File: config.mk
export PLATFORM = sky130hd
export DESIGN_NAME = cgee_mac
export DESIGN_NICKNAME = d
export VERILOG_FILES = /design/src/cgee_pkg.sv /design/src/cgee_mac.sv
export SDC_FILE = /design/constraint.sdc
export NUM_CORES = 2
export LEC_CHECK = 0
export ABC_AREA = 1
export ABC_CLOCK_PERIOD_IN_PS = 10850
export BUFFER_PORTS_ARGS = -buffer_cell sky130_fd_sc_hd__buf_4
export CAP_MARGIN = 30
export CORE_ASPECT_RATIO = 0.5
export CORE_MARGIN = 2
export CORE_UTILIZATION = 31
export DETAILED_ROUTE_END_ITERATION = 16
export PLACE_DENSITY = 0.56
export SYNTH_ARGS = -nofsm -noshare
export SYNTH_HDL_FRONTEND = slang
export SYNTH_SLANG_ARGS = --single-unit
File: constraint.sdc
create_clock -name clk -period 10.85 [get_ports clk]
set_clock_uncertainty 0.1 [all_clocks]
set_input_delay 2.17 -clock clk [delete_from_list [all_inputs] [get_ports clk]]
set_output_delay 2.17 -clock clk [all_outputs]
set_load 0.01 [all_outputs]
File: src/cgee_pkg.sv
// shared constants, types and register codes for the cg energy-error stop check
// no dependencies; compiled first

package cgee_pkg;

    localparam int MAX_WINDOW = 16;
    localparam int IDX_W      = (MAX_WINDOW > 1) ? $clog2(MAX_WINDOW) : 1;
    localparam int CNT_W      = $clog2(MAX_WINDOW + 1);

    localparam int DATA_W  = 32;
    localparam int TERM_W  = 56;
    localparam int WSUM_W  = 60;
    localparam int ESUM_W  = 64;
    localparam int COUNT_W = 20;
    localparam int LOOK_W  = 5;
    localparam int ACC_W   = 128;

    localparam int CFG_IDX_W  = 3;
    localparam int CFG_DATA_W = 32;

    typedef enum logic [CFG_IDX_W-1:0] {
        CFG_REL_TOL    = 3'd0,
        CFG_EPS_FLOOR  = 3'd1,
        CFG_ABS_TOL    = 3'd2,
        CFG_MAX_STEPS  = 3'd3,
        CFG_LOOK_AHEAD = 3'd4,
        CFG_MIN_TOL    = 3'd5
    } cfg_reg_t;

    localparam logic [DATA_W-1:0]  RST_REL_TOL    = 32'd42950;
    localparam logic [DATA_W-1:0]  RST_EPS_FLOOR  = 32'd1;
    localparam logic [DATA_W-1:0]  RST_ABS_TOL    = 32'd0;
    localparam logic [COUNT_W-1:0] RST_MAX_STEPS  = 20'd1000;
    localparam logic [LOOK_W-1:0]  RST_LOOK_AHEAD = 5'd16;
    localparam logic [DATA_W-1:0]  RST_MIN_TOL    = 32'd0;

    typedef enum logic [1:0] {
        SH_0  = 2'd0,
        SH_32 = 2'd1,
        SH_64 = 2'd2
    } mac_shift_t;

    typedef struct packed {
        logic       en;
        logic       clr;
        mac_shift_t sh;
    } mac_op_t;

endpackage

File: src/cgee_mac.sv
// shared 32x32 multiplier with a 128-bit shifted accumulator
// depends on cgee_pkg

module cgee_mac (
    input  logic                          clk,
    input  cgee_pkg::mac_op_t             op,
    input  logic [cgee_pkg::DATA_W-1:0]   a,
    input  logic [cgee_pkg::DATA_W-1:0]   b,
    output logic [cgee_pkg::ACC_W-1:0]    acc
);
    import cgee_pkg::*;

    logic [2*DATA_W-1:0] prod;
    logic [ACC_W-1:0]    prod_sh;
    logic [ACC_W-1:0]    base;
    logic [ACC_W-1:0]    acc_reg;

    assign prod = {{DATA_W{1'b0}}, a} * {{DATA_W{1'b0}}, b};
    assign base = op.clr ? '0 : acc_reg;

    always_comb
    begin
        case (op.sh)
            SH_0:    prod_sh = {64'd0, prod};
            SH_32:   prod_sh = {32'd0, prod, 32'd0};
            SH_64:   prod_sh = {prod, 64'd0};
            default: prod_sh = '0;
        endcase
    end

    always_ff @(posedge clk)
    begin
        if (op.en)
        begin
            acc_reg <= base + prod_sh;
        end
    end

    assign acc = acc_reg;
endmodule

==> out/results.ini <==
[grt]
grt_pass1_vias=51800
grt_overflow=0
grt_start_max_net_pins=85
grt_pass1_wl_um=311000
track_usage_pct=24.1
antenna_found_initial=2

[synthesis]
synth.distinct_cells=49
synth_ff_type=edfxtp_1
ys_seq_elements=128
syn_nets=8873
synth_cells=7517
avgSynthCellArea_um2=6.94
ys_warn_count=0
synth_top_area_share_pct=34.4
synth_area_leaders=fa_1, inv_1, nand2_1
yosysTopAreaCell=fa_1
synth_commonest_cells=inv_1, nand2_1, fa_1
synth_edf_count=128
netlist_area_um2=52200
synth-seq-area-share_pct=7.37
yosysMostFrequentCell=inv_1
synthArstFlopShare_pct=0

[drt]
drt_pass1_iterations=5
drtIter0Drc=4046
avgViaCountPerCell=4.70
ant_nets=0
routed-via-count=50700
post_drt_wl_per_cell_um=19.0
drc=0
wirelength_um=206000

[floorplan]
io_pins=197
fp.dieH_um=294
initial_utilization_pct=31.2
rows=106
die_x_um=584
dieArea_um2=172000
core_area_um2=167000

[place]
dp_hpwl_um=182000
routabilityCongestion=1.01
place.port_buffers=196

[setup_path]
endpoint_kind=flip-flop
r2r_slack_ps=7120
critPathKind=in -> reg
crit_fanout=12
cp-start-kind=input port
cp_common_cell=fa_1
worst_path_largest_cell_delay_ps=610
cp.required_ps=11010
cp_slowest_cell=fa_1
worstPathArrival_ps=10850

[job]
max_cap_violations=0

[clocking]
cts_hold_buf=0
h-tree-depth=4
insertion_delay_ps=510
cts_tree=yes
numCtsBuffers=17
path_clk_slew_ps=70
clock_path_buffers=2
clock-root-buffer=clkbuf_16
cts.sinks=128

[cells_and_area]
largest_register_ffs=128
final.fill_count=17600
fin_nets=9924
syn2layout_area_growth_pct=28.7
drive_above_1_share_pct=23.3

[sta]
maxSlewHeadroom_pct=34.5
worstMarginPinSlew_ps=983
setup_viol=0
hold_ws_ps=629
rsz0062_at_grt=true
slew_viol_final=0
hold_viol=0
min_period_ps=10680
fmaxAchievable_mhz=93.6
fin_crit_sh_pct=98.5

[run_status]
status=completed

[worst_hold_path]
hp-class=reg -> reg

worst max-delay path: cells and delay by family:
family	cells	cell delay, ps
AO/OA/AOI/OAI	10	1680
adder cells (fa/ha/maj)	10	4770
AND/OR/NAND/NOR	10	950
buffers and inverters	11	1250
kinds of logic (layout without fill, tap and decap cells):
logic type | after synthesis | after routing | synth area share (%)
flip-flops | 128 | 128 | 7.37
buffers and inverters | 2347 | 3410 | 16.9
other | 0 | 2 | 0
XOR/XNOR | 123 | 123 | 2.06
adder cells (fa/ha/maj) | 1287 | 1287 | 43.8
AND/OR/NAND/NOR | 2904 | 2904 | 22.3
AO/OA/AOI/OAI | 728 | 728 | 7.61
stage by stage:
step	area, um2	setup TNS, ps	util, %	setup slack [ps]	cells
finish	67100	0	40.2	167	10800
CTS	64300	0	38.5	2.15	10800
global route	67100	-1410	40.2	-136	10800
detailed placement	63500	-59370	38.0	-853	10700
global placement	63500	-63340	38.0	-921	10700
floorplan	52200	0	-	1050	7517
final cells by class:
| class | count | area [um2] | share of cell area (%) |
|---|---|---|---|
| repair buffers | 1256 | 9790 | 14.6 |
| inverters | 2123 | 7970 | 11.9 |
| flip-flops and latches | 128 | 3840 | 5.73 |
| diodes | 2 | 5.00 | 0.00745 |
| clock inverters | 14 | 141 | 0.211 |
| clock buffers | 17 | 425 | 0.634 |
| multi-input cells | 5042 | 42200 | 62.8 |
| well taps | 2214 | 2770 | 4.13 |
metal layers:
metal	vias to the layer above	GRT usage (%)	part of all wire, %
met4	2	6.80	3.1
met1	24900	33.4	45
met2	1550	39.4	46
li1	24000	-	-
met5	-	0	0.0063
met3	252	2.90	6.2
worst paths after layout:
path                            startpoint        to  depth (start not counted)
worst max-delay path                  b[2]  acc[120]                         41
worst min-delay path                acc[0]    acc[0]                          3
worst max register to register      acc[0]  acc[120]                         16
worst min register to register      acc[0]    acc[0]                          3
repair_timing:
| item | in CTS | in global routing |
|---|---|---|
| setup buffers | 1 | 20 |
| endpoints found under the setup margin | 85 | 96 |
| gates resized for setup | 72 | 722 |
| pin swaps | 6 | 124 |
layout by cell type, fill, tap and decap left out, drive strengths merged:
| cell type | count |
|---|---|
| a211oi | 1 |
| a21boi | 7 |
| a21o | 24 |
| a21oi | 351 |
| a31oi | 7 |
| and2 | 7 |
| and3 | 1 |
| buf | 1256 |
| bufinv | 2 |
| clkbuf | 17 |
| clkinv | 6 |
| clkinvlp | 5 |
| diode | 2 |
| edfxtp | 128 |
| fa | 897 |
| ha | 390 |
| inv | 2124 |
| nand2 | 1855 |
| nand3 | 186 |
| nand3b | 16 |
| nand4 | 19 |
| nor2 | 762 |
| nor3 | 46 |
| nor4 | 9 |
| o2111ai | 1 |
| o211ai | 5 |
| o21a | 7 |
| o21ai | 284 |
| o21bai | 28 |
| o22ai | 12 |
| o31a | 1 |
| or2 | 3 |
| xnor2 | 33 |
| xor2 | 90 |
Power is left out: the tool's default activity adds up to more than one toggle a clock period on the data nets, which glitch-free logic cannot reach.
